### src/design/skt_pkg.sv
// Shared constants, codes and types of the sorted key table.
`timescale 1ns / 1ps

package skt_pkg;

   localparam int Depth     = 16;
   localparam int KeyBits   = 16;
   localparam int ValueBits = 16;

   localparam int IdxBits    = $clog2(Depth);
   localparam int CntBits    = $clog2(Depth + 1);
   localparam int OpBits     = 3;
   localparam int StatusBits = 3;

   localparam logic [CntBits-1:0] FullCount = CntBits'(Depth);

   typedef enum logic [OpBits-1:0] {
      OpInsert    = 3'd0,
      OpDelete    = 3'd1,
      OpLookup    = 3'd2,
      OpIterReset = 3'd3,
      OpIterNext  = 3'd4
   } op_type;

   typedef enum logic [StatusBits-1:0] {
      StatusOk       = 3'd0,
      StatusFull     = 3'd1,
      StatusDup      = 3'd2,
      StatusMissing  = 3'd3,
      StatusPastEnd  = 3'd4
   } status_type;

   typedef struct packed {
      logic [KeyBits-1:0]   key;
      logic [ValueBits-1:0] value;
   } entry_type;

   typedef struct packed {
      logic               wr_en;
      logic [IdxBits-1:0] wr_addr;
      entry_type          wr_data;
      logic               rd_en;
      logic [IdxBits-1:0] rd_addr;
   } ram_req_type;

endpackage

### src/design/skt_if.sv
// Request and response channel interfaces of the sorted key table.
`timescale 1ns / 1ps

interface skt_req_if;
   logic                             valid;
   logic                             ready;
   logic [skt_pkg::OpBits-1:0]       operation;
   logic [skt_pkg::KeyBits-1:0]      key;
   logic [skt_pkg::ValueBits-1:0]    value;

   modport source (output valid, operation, key, value, input ready);
   modport sink (input valid, operation, key, value, output ready);
endinterface

interface skt_rsp_if;
   logic                             valid;
   logic                             ready;
   logic [skt_pkg::StatusBits-1:0]   status;
   logic                             found;
   logic [skt_pkg::KeyBits-1:0]      key_out;
   logic [skt_pkg::ValueBits-1:0]    value_out;
   logic [skt_pkg::CntBits-1:0]      entry_count;
   logic                             table_full;

   modport source (output valid, status, found, key_out, value_out, entry_count, table_full,
                   input ready);
   modport sink (input valid, status, found, key_out, value_out, entry_count, table_full,
                 output ready);
endinterface

### src/design/skt_ram.sv
// Entry memory with one write port and one registered read port.
`timescale 1ns / 1ps

module skt_ram (
   input  logic                  clock,
   input  skt_pkg::ram_req_type  ram_req,
   output skt_pkg::entry_type    rd_data
);

   skt_pkg::entry_type entry_mem [skt_pkg::Depth];
   skt_pkg::entry_type rd_data_ff;

   always_ff @(posedge clock) begin
      if (ram_req.wr_en) begin
         entry_mem[ram_req.wr_addr] <= ram_req.wr_data;
      end
      if (ram_req.rd_en) begin
         rd_data_ff <= entry_mem[ram_req.rd_addr];
      end
   end

   assign rd_data = rd_data_ff;

endmodule

### src/design/skt_ctrl.sv
// Operation sequencer: binary search, entry shifting, iterator and response register.
`timescale 1ns / 1ps

module skt_ctrl (
   input  logic                  clock,
   input  logic                  reset,
   skt_req_if.sink               req_ch,
   skt_rsp_if.source             rsp_ch,
   output skt_pkg::ram_req_type  ram_req,
   input  skt_pkg::entry_type    ram_rdata
);

   typedef enum logic [3:0] {
      StIdle,
      StDecode,
      StSearch,
      StProbe,
      StCheck,
      StShiftUp,
      StShiftDown,
      StIterWait,
      StFinish
   } state_type;

   state_type                        state_ff, state_in;
   skt_pkg::op_type                  op_ff, op_in;
   logic [skt_pkg::KeyBits-1:0]      key_ff, key_in;
   logic [skt_pkg::ValueBits-1:0]    value_ff, value_in;
   logic [skt_pkg::CntBits-1:0]      count_ff, count_in;
   logic [skt_pkg::CntBits-1:0]      iter_ff, iter_in;
   logic [skt_pkg::CntBits-1:0]      lo_ff, lo_in;
   logic [skt_pkg::CntBits-1:0]      hi_ff, hi_in;
   logic [skt_pkg::CntBits-1:0]      idx_ff, idx_in;
   logic                             pend_ff, pend_in;
   logic [skt_pkg::IdxBits-1:0]      pend_addr_ff, pend_addr_in;
   logic                             in_range_ff, in_range_in;
   skt_pkg::status_type              status_ff, status_in;
   logic                             found_ff, found_in;
   logic [skt_pkg::KeyBits-1:0]      kout_ff, kout_in;
   logic [skt_pkg::ValueBits-1:0]    vout_ff, vout_in;
   logic                             rsp_valid_ff, rsp_valid_in;
   skt_pkg::status_type              rsp_status_ff, rsp_status_in;
   logic                             rsp_found_ff, rsp_found_in;
   logic [skt_pkg::KeyBits-1:0]      rsp_key_ff, rsp_key_in;
   logic [skt_pkg::ValueBits-1:0]    rsp_value_ff, rsp_value_in;
   logic [skt_pkg::CntBits-1:0]      rsp_count_ff, rsp_count_in;
   logic                             rsp_full_ff, rsp_full_in;

   logic [skt_pkg::CntBits:0]        mid_sum;
   logic [skt_pkg::CntBits-1:0]      mid;
   logic [skt_pkg::CntBits-1:0]      idx_dec;
   logic                             hit;

   assign mid_sum = {1'b0, lo_ff} + {1'b0, hi_ff};
   assign mid     = mid_sum[skt_pkg::CntBits:1];
   assign idx_dec = idx_ff - 1'b1;
   assign hit     = in_range_ff && (ram_rdata.key == key_ff);

   assign req_ch.ready = (state_ff == StIdle);

   always_comb begin
      state_in      = state_ff;
      op_in         = op_ff;
      key_in        = key_ff;
      value_in      = value_ff;
      count_in      = count_ff;
      iter_in       = iter_ff;
      lo_in         = lo_ff;
      hi_in         = hi_ff;
      idx_in        = idx_ff;
      pend_in       = pend_ff;
      pend_addr_in  = pend_addr_ff;
      in_range_in   = in_range_ff;
      status_in     = status_ff;
      found_in      = found_ff;
      kout_in       = kout_ff;
      vout_in       = vout_ff;
      rsp_valid_in  = rsp_valid_ff && !rsp_ch.ready;
      rsp_status_in = rsp_status_ff;
      rsp_found_in  = rsp_found_ff;
      rsp_key_in    = rsp_key_ff;
      rsp_value_in  = rsp_value_ff;
      rsp_count_in  = rsp_count_ff;
      rsp_full_in   = rsp_full_ff;
      ram_req       = '0;

      case (state_ff)
         StIdle: begin
            if (req_ch.valid) begin
               op_in    = skt_pkg::op_type'(req_ch.operation);
               key_in   = req_ch.key;
               value_in = req_ch.value;
               state_in = StDecode;
            end
         end
         StDecode: begin
            status_in = skt_pkg::StatusOk;
            found_in  = 1'b0;
            kout_in   = '0;
            vout_in   = '0;
            lo_in     = '0;
            hi_in     = count_ff;
            pend_in   = 1'b0;
            case (op_ff)
               skt_pkg::OpInsert: begin
                  if (count_ff == skt_pkg::FullCount) begin
                     status_in = skt_pkg::StatusFull;
                     state_in  = StFinish;
                  end else begin
                     state_in = StSearch;
                  end
               end
               skt_pkg::OpDelete, skt_pkg::OpLookup: begin
                  state_in = StSearch;
               end
               skt_pkg::OpIterReset: begin
                  iter_in  = '0;
                  state_in = StFinish;
               end
               skt_pkg::OpIterNext: begin
                  if (iter_ff >= count_ff) begin
                     status_in = skt_pkg::StatusPastEnd;
                     state_in  = StFinish;
                  end else begin
                     ram_req.rd_en   = 1'b1;
                     ram_req.rd_addr = iter_ff[skt_pkg::IdxBits-1:0];
                     state_in        = StIterWait;
                  end
               end
               default: begin
                  state_in = StFinish;
               end
            endcase
         end
         StSearch: begin
            if (lo_ff < hi_ff) begin
               ram_req.rd_en   = 1'b1;
               ram_req.rd_addr = mid[skt_pkg::IdxBits-1:0];
               idx_in          = mid;
               state_in        = StProbe;
            end else begin
               in_range_in = (lo_ff < count_ff);
               if (lo_ff < count_ff) begin
                  ram_req.rd_en   = 1'b1;
                  ram_req.rd_addr = lo_ff[skt_pkg::IdxBits-1:0];
               end
               state_in = StCheck;
            end
         end
         StProbe: begin
            if (ram_rdata.key < key_ff) begin
               lo_in = idx_ff + 1'b1;
            end else begin
               hi_in = idx_ff;
            end
            state_in = StSearch;
         end
         StCheck: begin
            case (op_ff)
               skt_pkg::OpInsert: begin
                  if (hit) begin
                     status_in = skt_pkg::StatusDup;
                     state_in  = StFinish;
                  end else begin
                     idx_in   = count_ff;
                     state_in = StShiftUp;
                  end
               end
               skt_pkg::OpDelete: begin
                  if (!hit) begin
                     status_in = skt_pkg::StatusMissing;
                     state_in  = StFinish;
                  end else begin
                     idx_in   = lo_ff + 1'b1;
                     state_in = StShiftDown;
                  end
               end
               skt_pkg::OpLookup: begin
                  if (!hit) begin
                     status_in = skt_pkg::StatusMissing;
                  end else begin
                     found_in = 1'b1;
                     kout_in  = ram_rdata.key;
                     vout_in  = ram_rdata.value;
                  end
                  state_in = StFinish;
               end
               default: begin
                  state_in = StFinish;
               end
            endcase
         end
         StShiftUp: begin
            if (pend_ff) begin
               ram_req.wr_en   = 1'b1;
               ram_req.wr_addr = pend_addr_ff;
               ram_req.wr_data = ram_rdata;
            end
            if (idx_ff > lo_ff) begin
               ram_req.rd_en   = 1'b1;
               ram_req.rd_addr = idx_dec[skt_pkg::IdxBits-1:0];
               pend_addr_in    = idx_ff[skt_pkg::IdxBits-1:0];
               idx_in          = idx_dec;
               pend_in         = 1'b1;
            end else if (pend_ff) begin
               pend_in = 1'b0;
            end else begin
               ram_req.wr_en         = 1'b1;
               ram_req.wr_addr       = lo_ff[skt_pkg::IdxBits-1:0];
               ram_req.wr_data.key   = key_ff;
               ram_req.wr_data.value = value_ff;
               count_in              = count_ff + 1'b1;
               state_in              = StFinish;
            end
         end
         StShiftDown: begin
            if (pend_ff) begin
               ram_req.wr_en   = 1'b1;
               ram_req.wr_addr = pend_addr_ff;
               ram_req.wr_data = ram_rdata;
            end
            if (idx_ff < count_ff) begin
               ram_req.rd_en   = 1'b1;
               ram_req.rd_addr = idx_ff[skt_pkg::IdxBits-1:0];
               pend_addr_in    = idx_dec[skt_pkg::IdxBits-1:0];
               idx_in          = idx_ff + 1'b1;
               pend_in         = 1'b1;
            end else if (pend_ff) begin
               pend_in = 1'b0;
            end else begin
               count_in = count_ff - 1'b1;
               state_in = StFinish;
            end
         end
         StIterWait: begin
            found_in = 1'b1;
            kout_in  = ram_rdata.key;
            vout_in  = ram_rdata.value;
            iter_in  = iter_ff + 1'b1;
            state_in = StFinish;
         end
         StFinish: begin
            if (!rsp_valid_ff || rsp_ch.ready) begin
               rsp_valid_in  = 1'b1;
               rsp_status_in = status_ff;
               rsp_found_in  = found_ff;
               rsp_key_in    = kout_ff;
               rsp_value_in  = vout_ff;
               rsp_count_in  = count_ff;
               rsp_full_in   = (count_ff == skt_pkg::FullCount);
               state_in      = StIdle;
            end
         end
         default: begin
            state_in = StIdle;
         end
      endcase
   end

   always_ff @(posedge clock) begin
      if (reset) begin
         state_ff     <= StIdle;
         count_ff     <= '0;
         iter_ff      <= '0;
         pend_ff      <= 1'b0;
         rsp_valid_ff <= 1'b0;
      end else begin
         state_ff     <= state_in;
         count_ff     <= count_in;
         iter_ff      <= iter_in;
         pend_ff      <= pend_in;
         rsp_valid_ff <= rsp_valid_in;
      end
      op_ff         <= op_in;
      key_ff        <= key_in;
      value_ff      <= value_in;
      lo_ff         <= lo_in;
      hi_ff         <= hi_in;
      idx_ff        <= idx_in;
      pend_addr_ff  <= pend_addr_in;
      in_range_ff   <= in_range_in;
      status_ff     <= status_in;
      found_ff      <= found_in;
      kout_ff       <= kout_in;
      vout_ff       <= vout_in;
      rsp_status_ff <= rsp_status_in;
      rsp_found_ff  <= rsp_found_in;
      rsp_key_ff    <= rsp_key_in;
      rsp_value_ff  <= rsp_value_in;
      rsp_count_ff  <= rsp_count_in;
      rsp_full_ff   <= rsp_full_in;
   end

   assign rsp_ch.valid       = rsp_valid_ff;
   assign rsp_ch.status      = rsp_status_ff;
   assign rsp_ch.found       = rsp_found_ff;
   assign rsp_ch.key_out     = rsp_key_ff;
   assign rsp_ch.value_out   = rsp_value_ff;
   assign rsp_ch.entry_count = rsp_count_ff;
   assign rsp_ch.table_full  = rsp_full_ff;

endmodule

### src/design/sorted_key_table_unit.sv
// Top level of the sorted key table: sequencer, entry memory and checks.
//
// The block keeps up to sixteen key/value entries in ascending key order.
// Each request transaction on req_ch carries one operation (insert, delete,
// lookup, iterator reset or iterator next) with a key and a value. Each
// request produces exactly one response transaction on rsp_ch with a status,
// the found flag, the returned key and value, the entry count and the full flag.
// Requests are processed one at a time by a sequencer around a single memory
// with a registered read port. Searches are binary searches that alternate
// between a probe read of the memory and narrowing of the search range. Insert
// then moves the entries at and above the found position up by one slot, and
// delete moves the entries above it down by one slot. The next request is
// accepted as soon as the previous result sits in the response register, even
// if the receiver has not taken it yet. When the receiver stalls, the response
// holds and the next result waits in the sequencer until the register frees
// up. Reset empties the table and rewinds the iterator; it needs no clearing
// pass.
`timescale 1ns / 1ps

module sorted_key_table_unit (
   input logic        clock,
   input logic        reset,
   skt_req_if.sink    req_ch,
   skt_rsp_if.source  rsp_ch
);

   skt_pkg::ram_req_type ram_req;
   skt_pkg::entry_type   ram_rdata;

   skt_ctrl u_ctrl (
      .clock     (clock),
      .reset     (reset),
      .req_ch    (req_ch),
      .rsp_ch    (rsp_ch),
      .ram_req   (ram_req),
      .ram_rdata (ram_rdata)
   );

   skt_ram u_ram (
      .clock   (clock),
      .ram_req (ram_req),
      .rd_data (ram_rdata)
   );

   assert property (@(posedge clock) disable iff (reset)
      rsp_ch.valid |-> (rsp_ch.table_full == (rsp_ch.entry_count == skt_pkg::FullCount)))
      else $error("Full flag disagrees with entry count.");

   assert property (@(posedge clock) disable iff (reset)
      (rsp_ch.valid && rsp_ch.found) |-> (rsp_ch.status == skt_pkg::StatusOk))
      else $error("Returned entry with a failing status.");

   assert property (@(posedge clock) disable iff (reset)
      (rsp_ch.valid && !rsp_ch.found) |-> (rsp_ch.key_out == '0 && rsp_ch.value_out == '0))
      else $error("Nonzero payload without a returned entry.");

   assert property (@(posedge clock) disable iff (reset)
      (req_ch.valid && req_ch.ready) |=> !req_ch.ready)
      else $error("Request accepted while an operation is in progress.");

   assert property (@(posedge clock) disable iff (reset)
      (ram_req.wr_en && ram_req.rd_en) |-> (ram_req.wr_addr != ram_req.rd_addr))
      else $error("Memory read and write collide on one entry.");

endmodule

### src/flat_wrapper.sv
// flat-port wrapper written by rule: the top's interface ports become plain ports
module sorted_key_table_unit_flat 
  (clock, reset, req_ch_valid, req_ch_operation, req_ch_key, req_ch_value, req_ch_ready, rsp_ch_valid, rsp_ch_status, rsp_ch_found, rsp_ch_key_out, rsp_ch_value_out, rsp_ch_entry_count, rsp_ch_table_full, rsp_ch_ready);
  skt_req_if req_ch_i ();
  skt_rsp_if rsp_ch_i ();
  input logic clock;
  input logic reset;
  input wire logic [$bits(req_ch_i.valid)-1:0] req_ch_valid;
  input wire logic [$bits(req_ch_i.operation)-1:0] req_ch_operation;
  input wire logic [$bits(req_ch_i.key)-1:0] req_ch_key;
  input wire logic [$bits(req_ch_i.value)-1:0] req_ch_value;
  output wire logic [$bits(req_ch_i.ready)-1:0] req_ch_ready;
  output wire logic [$bits(rsp_ch_i.valid)-1:0] rsp_ch_valid;
  output wire logic [$bits(rsp_ch_i.status)-1:0] rsp_ch_status;
  output wire logic [$bits(rsp_ch_i.found)-1:0] rsp_ch_found;
  output wire logic [$bits(rsp_ch_i.key_out)-1:0] rsp_ch_key_out;
  output wire logic [$bits(rsp_ch_i.value_out)-1:0] rsp_ch_value_out;
  output wire logic [$bits(rsp_ch_i.entry_count)-1:0] rsp_ch_entry_count;
  output wire logic [$bits(rsp_ch_i.table_full)-1:0] rsp_ch_table_full;
  input wire logic [$bits(rsp_ch_i.ready)-1:0] rsp_ch_ready;
  assign req_ch_i.valid = req_ch_valid;
  assign req_ch_i.operation = req_ch_operation;
  assign req_ch_i.key = req_ch_key;
  assign req_ch_i.value = req_ch_value;
  assign req_ch_ready = req_ch_i.ready;
  assign rsp_ch_valid = rsp_ch_i.valid;
  assign rsp_ch_status = rsp_ch_i.status;
  assign rsp_ch_found = rsp_ch_i.found;
  assign rsp_ch_key_out = rsp_ch_i.key_out;
  assign rsp_ch_value_out = rsp_ch_i.value_out;
  assign rsp_ch_entry_count = rsp_ch_i.entry_count;
  assign rsp_ch_table_full = rsp_ch_i.table_full;
  assign rsp_ch_i.ready = rsp_ch_ready;
  sorted_key_table_unit u_core (.clock(clock), .reset(reset), .req_ch(req_ch_i), .rsp_ch(rsp_ch_i));
endmodule
### config.mk
export PLATFORM = sky130hd
export DESIGN_NAME = sorted_key_table_unit_flat
export DESIGN_NICKNAME = d
export VERILOG_FILES = /design/src/design/skt_pkg.sv /design/src/design/skt_if.sv /design/src/design/skt_ram.sv /design/src/design/skt_ctrl.sv /design/src/design/sorted_key_table_unit.sv /design/src/flat_wrapper.sv
export SDC_FILE = /design/constraint.sdc
export NUM_CORES = 1
export LEC_CHECK = 0
export BUFFER_PORTS_ARGS = -buffer_cell sky130_fd_sc_hd__buf_2
export CAP_MARGIN = 20
export CORE_ASPECT_RATIO = 1.4
export CORE_MARGIN = 2
export CORE_UTILIZATION = 45
export DETAILED_ROUTE_END_ITERATION = 10
export GPL_ROUTABILITY_DRIVEN = 0
export PLACE_DENSITY = 0.69
export SYNTH_ARGS = -nofsm -noshare
export SYNTH_HDL_FRONTEND = slang
export SYNTH_SLANG_ARGS = --single-unit
export TNS_END_PERCENT = 1
### constraint.sdc
create_clock -name clock -period 4.6 [get_ports clock]
set_input_delay 0 -clock clock [delete_from_list [all_inputs] [get_ports clock]]
set_output_delay 0 -clock clock [all_outputs]
set_load 0.01 [all_outputs]
# Word-level counts from Yosys, hierarchy flattened
# Memory sizes are Yosys's and may differ from the RTL's. A register that Yosys moved wholly into a read port is not among the register bits.
# Cells that the tools add are included.
# W data, S select, Z words.
dict set report totals {
  n_memories 1
  word_cells 167
  latchBits 0
  out_inout_bits 44
  in_bits 39
  mem_bits_rw 512
  regBits 149
  mem_bits_ro 0
}
dict set report classes {
  reduce_logical 27
  n_bitwise 1
  n_addsub 7
  mul 0
  muxes 68
  order_cmp 6
  n_eq_ne 34
  shift 0
  n_div 0
}
# memory words word_bits read_ports rd_ports_with_merged_regs write_ports line_no
set memory_table {}
lappend memory_table {u_core.u_ram.entry_mem 16 32 1 1 1 skt_ram.sv:10} ;# skt_pkg::entry_type entry_mem [skt_pkg::Depth];
# operator count
set ops {}
lappend ops {{$mux W37} 3}
lappend ops {{$pmux W16 S3} 2}
lappend ops {{$mux W5} 18}
lappend ops {{$pmux W37 S2} 1}
lappend ops {{$mux W16} 4}
lappend ops {{$pmux W5 S2} 5}
lappend ops {{$mux W4} 11}
lappend ops {{$pmux W5 S4} 2}
lappend ops {{$pmux W4 S9} 1}
lappend ops {{$ne A2 B2 Y1 const B} 13}
lappend ops {{$add A5 B1 Y5 const B} 4}
lappend ops {{$pmux W3 S2} 3}
lappend ops {{$eq A16 B16 Y1} 1}
lappend ops {{$eq A4 B3 Y1 const B} 4}
lappend ops {{$lt A16 B16 Y1} 1}
lappend ops {{$pmux W4 S2} 2}
lappend ops {{$lt A5 B5 Y1} 3}
lappend ops {{$mux W3} 4}
lappend ops {{$ne A3 B3 Y1 const B} 4}
lappend ops {{$pmux W4 S3} 1}
lappend ops {{$reduce_and A2 Y1} 6}
lappend ops {{$sub A5 B1 Y5 const B} 2}
lappend ops {{$mux W1} 9}
lappend ops {{$eq A4 B2 Y1 const B} 2}
lappend ops {{other kinds (27)} 37}

# Longest topological paths before layout
dict set report depth {
  ltp_word 6
  ltp_mapped 13
  ltp_nobuf 11
}

# Hierarchy
# A second synthesis with hierarchy kept.
dict set report unflattened {
  cells_unflattened 1478
  area_unflattened_um2 27795.4
}
# module instances area_per_inst_um2 cells_each seq_area_each_um2
set modules_own_cells {}
lappend modules_own_cells {skt_ram 1 20174.3 838 16335.7}
lappend modules_own_cells {skt_ctrl 1 7621.1 640 4314.1}

# Worst setup path after synthesis
# No wires, ideal clock.
dict set report synth_path {
  kind {reg-to-reg}
  startpoint {register u_core.u_ctrl.lo_ff[2] (netlist bit)}
  endpoint {memory u_core.u_ram.entry_mem[2][0] (netlist bit) (enable)}
  arrival_ns 3.989
  required_time_ns 4.179
  stages_incl_launch_ff 13
  n_path_buf 2
  path_slack_ns 0.190
  setup_ns 0.421
  synth_period_minus_slack_ns 4.410
  path_cell_list {edfxtp_1 > clkdlybuf4s50_2 > inv_1 > ha_1 > nand4_1 > or2_2 > o31ai_1 > nand2_1 > nor2_1 > clkbuf_1 > nand2_1 > o22a_2 > nor2_1}
}
dict set report synth_via {
  elab_chain_cells 5
  elab_cells_between_ends 6
  cone_classes {1 x order compare; 5 x mux}
}
# item line_no
set synth_rtl {}
lappend synth_rtl {{start: declaration} skt_ctrl.sv:31} ;# logic [skt_pkg::CntBits-1:0] lo_ff, lo_in;
lappend synth_rtl {{start signal: assignment} skt_ctrl.sv:277} ;# lo_ff <= lo_in;
lappend synth_rtl {{$gt A5 B5 Y1} skt_ctrl.sv:199} ;# if (idx_ff > lo_ff) begin
lappend synth_rtl {{$mux W37 (*)} skt_ctrl.sv:199}
lappend synth_rtl {{$pmux W37 S2 (*)} skt_ctrl.sv:87} ;# case (state_ff)
lappend synth_rtl {{$mux W1} skt_ram.sv:14} ;# if (ram_req.wr_en) begin
lappend synth_rtl {{$mux W1 (implied by the code)} skt_ram.sv:15} ;# entry_mem[ram_req.wr_addr] <= ram_req.wr_data;
lappend synth_rtl {{end: declaration} skt_ram.sv:10}
# Every way passes the cells marked *; elsewhere a longest branch is shown, timed or not.

# Worst setup path after layout
dict set report layout_path {
  startpoint {register u_core.u_ctrl.lo_ff[2] (netlist bit)}
  endpoint {register, netlist name u_core.u_ram.rd_data[9]}
}
dict set report layout_via {
  elab_chain_cells 4
  elab_cells_between_ends 8
  cone_classes {1 x add/sub; 3 x order compare; 4 x mux}
}
# item line_no
set layout_rtl {}
lappend layout_rtl {{$lt A5 B5 Y1} skt_ctrl.sv:143} ;# if (lo_ff < count_ff) begin
lappend layout_rtl {{$mux W5} skt_ctrl.sv:143}
lappend layout_rtl {{$mux W5} skt_ctrl.sv:136} ;# if (lo_ff < hi_ff) begin
lappend layout_rtl {{$pmux W5 S4 (*)} skt_ctrl.sv:87}
# Marks and branches as above.
# A chain may end at the register's enable or synchronous reset.

==> run_results.csv <==
group,metric,value,unit
sta,rsz0062_at_grt,"false",
synth,synth_nets,1797,
route,initialDrtViolationCount,1600,
route,routed_wl,70400,um
die,die_width,216,um
finish,syn_to_final_growth,15.5,%
sta,finalCritPeriodShare,0.861,
sta,clock_skew,28.5,ps
sta,max-slew-margin-rel,0.298,
synth,synth.top_cell.area_share,0.718,
synth,yosysSeqAreaShare,0.729,
clock_network,clk_latency,620,ps
sta,fin_setup_tns,0,ps
global_routing,grt-ovfl-total,0,
die,die_h,301,um
synth,synth_edf_count,677,
die,num_rows,108,
run_status,status,"finished clean",
critical_path,critPathKind,"flip-flop to flip-flop",
global_routing,grt_max_degree,70,
clock_network,cts_tree,"done",
sta,period_minus_slack,3960,ps
finish,final_nets,1962,
critical_path,critPathRequiredTime,4950,ps
worst_hold_path,whs_path_depth,2,
critical_path,cp_max_fo,14,
sta,tightest_slew,1050,ps
route,firstDrtPassIters,5,
sta,setup_viol,0,
global_routing,grt_pass1_vias,16100,
die,start_util,0.456,
route,drtAntennaViolNets,0,
critical_path,critPathLaunchType,"flip-flop",
route,drc_errors,0,
placed_design,hpwlAfterDp,40000,um
clock_network,clk_pin_slew_worst_paths,60,ps
synth,synth_top_area_cell,"edfxtp_1",
die,coreArea,62200,um^2
placed_design,dp_slack,673,ps
route,routed_via_density,5.89,
critical_path,ff2ff_path_depth,12,
global_routing,top_usage_layer,"met2",
synth,yosysUniqueCellTypes,84,
synth,ys.flop_type,"edfxtp_1",
sta,final.setup.worst_slack,640,ps
synth,synth_area_leaders,"edfxtp_1 72%, mux2i_1 9.1%, o22ai_1 2.9%",
pwr,cellPowerDensity,471,nW/um^2
global_routing,antenna_found_initial,1,
placed_design,portBuffers,82,
sta,hold_viol,0,
die,die_area,65000,um^2
clock_network,numCtsBuffers,68,
clock_network,cts.sinks,693,
clock_network,clockRootBuffer,"clkbuf_16",
global_routing,grt_pass1_wl,103000,um
clock_network,h-tree-depth,3,
pwr,power.leakage,0.00973,uW
critical_path,cp-end-kind,"flip-flop",
finish,final_cell_mix,"677 x edfxtp_1, 257 x mux2i_1, 130 x o22ai_1, 82 x buf_2, 70 x clkbuf_16",
synth,async_reset_ff_frac,0,
finish,layout_commonest_cell,"edfxtp_1",
global_routing,met1_usage,0.270,
sta,finalMaxSlewViolations,0,
worst_hold_path,hold_path_class,"primary input to flip-flop",
route,routedWlPerCell,25.6,um
global_routing,track_usage,0.216,
flow_run,cap_violations,0,
synth,synthCells,1706,
synth,synth-seq-cells,693,
synth,yosysWarnings,0,
pwr,ir_worst_vdd,0.334,mV
route,vias,16200,
clock_network,ctsLongestPathBuffers,3,
global_routing,use_met2,0.363,
critical_path,arrival,4310,ps
die,ios,83,
synth,postSynthAreaPerCell,16.6,um^2
finish,drive_above_1_share,0.157,
synth,syn_area,28300,um^2
global_routing,grt_use_met3,0.0338,
sta,max_freq,253,MHz
[final timing paths]
path         slack (ps)                           endpoint                startpoint
min reg2reg         420  u_core.u_ctrl.rsp_ch.value_out[3]  u_core.u_ctrl.vout_ff[3]
max                 640            u_core.u_ram.rd_data[9]    u_core.u_ctrl.lo_ff[2]
min                  90          u_core.u_ctrl.value_ff[0]           req_ch_value[0]
max reg2reg         640            u_core.u_ram.rd_data[9]    u_core.u_ctrl.lo_ff[2]
[flip-flops by register name (all words and copies together), names as in the netlist, 16 cells and up]
register / flops
u_core.u_ctrl.rsp_ch.value_out: 16
u_core.u_ram.rd_data: 32
u_core.u_ctrl.key_ff: 16
u_core.u_ram.entry_mem: 512
u_core.u_ctrl.kout_ff: 16
u_core.u_ctrl.vout_ff: 16
u_core.u_ctrl.value_ff: 16
u_core.u_ctrl.rsp_ch.key_out: 16
[synthesized netlist by cell type, drive strengths merged (5+ instances only)]
master and count:
a21o 11, a21oi 40, a22o 31, a31oi 7
and2 39, buf 55, clkbuf 26, dfxtp 16
edfxtp 677, ha 50, inv 42, mux2i 257
nand2 54, nand2b 9, nand3 15, nand4 6
nor2 66, nor2b 13, nor3 7, o21a 5
o21ai 33, o22ai 130, o31ai 6, or3 5
or4 33, xnor2 12, xor2 7
[power breakdown]
part	internal, uW	switching [uW]	total [uW]
logic	803	1370	2170
registers	7380	225	7600
clock network	3260	2380	5640
total	11400	3970	15400
[metal layers]
layer / wire [um] / up-vias / share of wire
li1: - / 7079 / -
met1: 27200 / 8135 / 0.39
met2: 34400 / 785 / 0.49
met3: 5490 / 186 / 0.078
met4: 3370 / 0 / 0.048
met5: 0 / - / 0
[critical path: stages (launching register included)]
cell and delay [ps]:
edfxtp_1 600, inv_1 140, ha_1 350, nand3_1 100, a21boi_2 80, o311ai_4 420
nor2_1 80, o21ai_1 180, o2111ai_1 300, nand2_2 510, buf_4 280, o22ai_1 100
or4_1 540
[final cells by class]
class,count,area (um^2)
multi-input combinational,888,7100
antenna,1,2.50
fill,4974,29500
timing repair buffer,177,1500
sequential,693,20600
inverter,43,161
clock inverter,44,477
tap,825,1030
clock buffer,79,1790
[cells by family after synthesis]
group	after synthesis	share of synthesized area
flops	693	0.729
compound gates	298	0.0733
simple gates	261	0.0506
mux	258	0.0913
buf+inv	125	0.0262
fa+ha+maj	52	0.0235
xor+xnor	19	0.00588
[per-stage QoR]
stage          area, um^2  hold WS [ps]  instances   util  power [uW]
5_1_grt             32700          82.6       2749  0.526       15900
3_5_place_dp        30000           178       2586  0.483        9840
4_1_cts             32700          54.2       2749  0.526       15500
3_3_place_gp        30000           177       2586  0.483        9780
2_1_floorplan       28300          98.9       1706      -        9060
6_report            32700          87.1       2750  0.526       15400
[repair_timing]
action / CTS / global route
hold endpoints to repair: 51 / 0
setup buffers: 0 / 0
gates resized for setup: 0 / 0
setup endpoints to repair: 0 / 0
hold buffers: 40 / 0
Power figures use the tool's default switching activity.
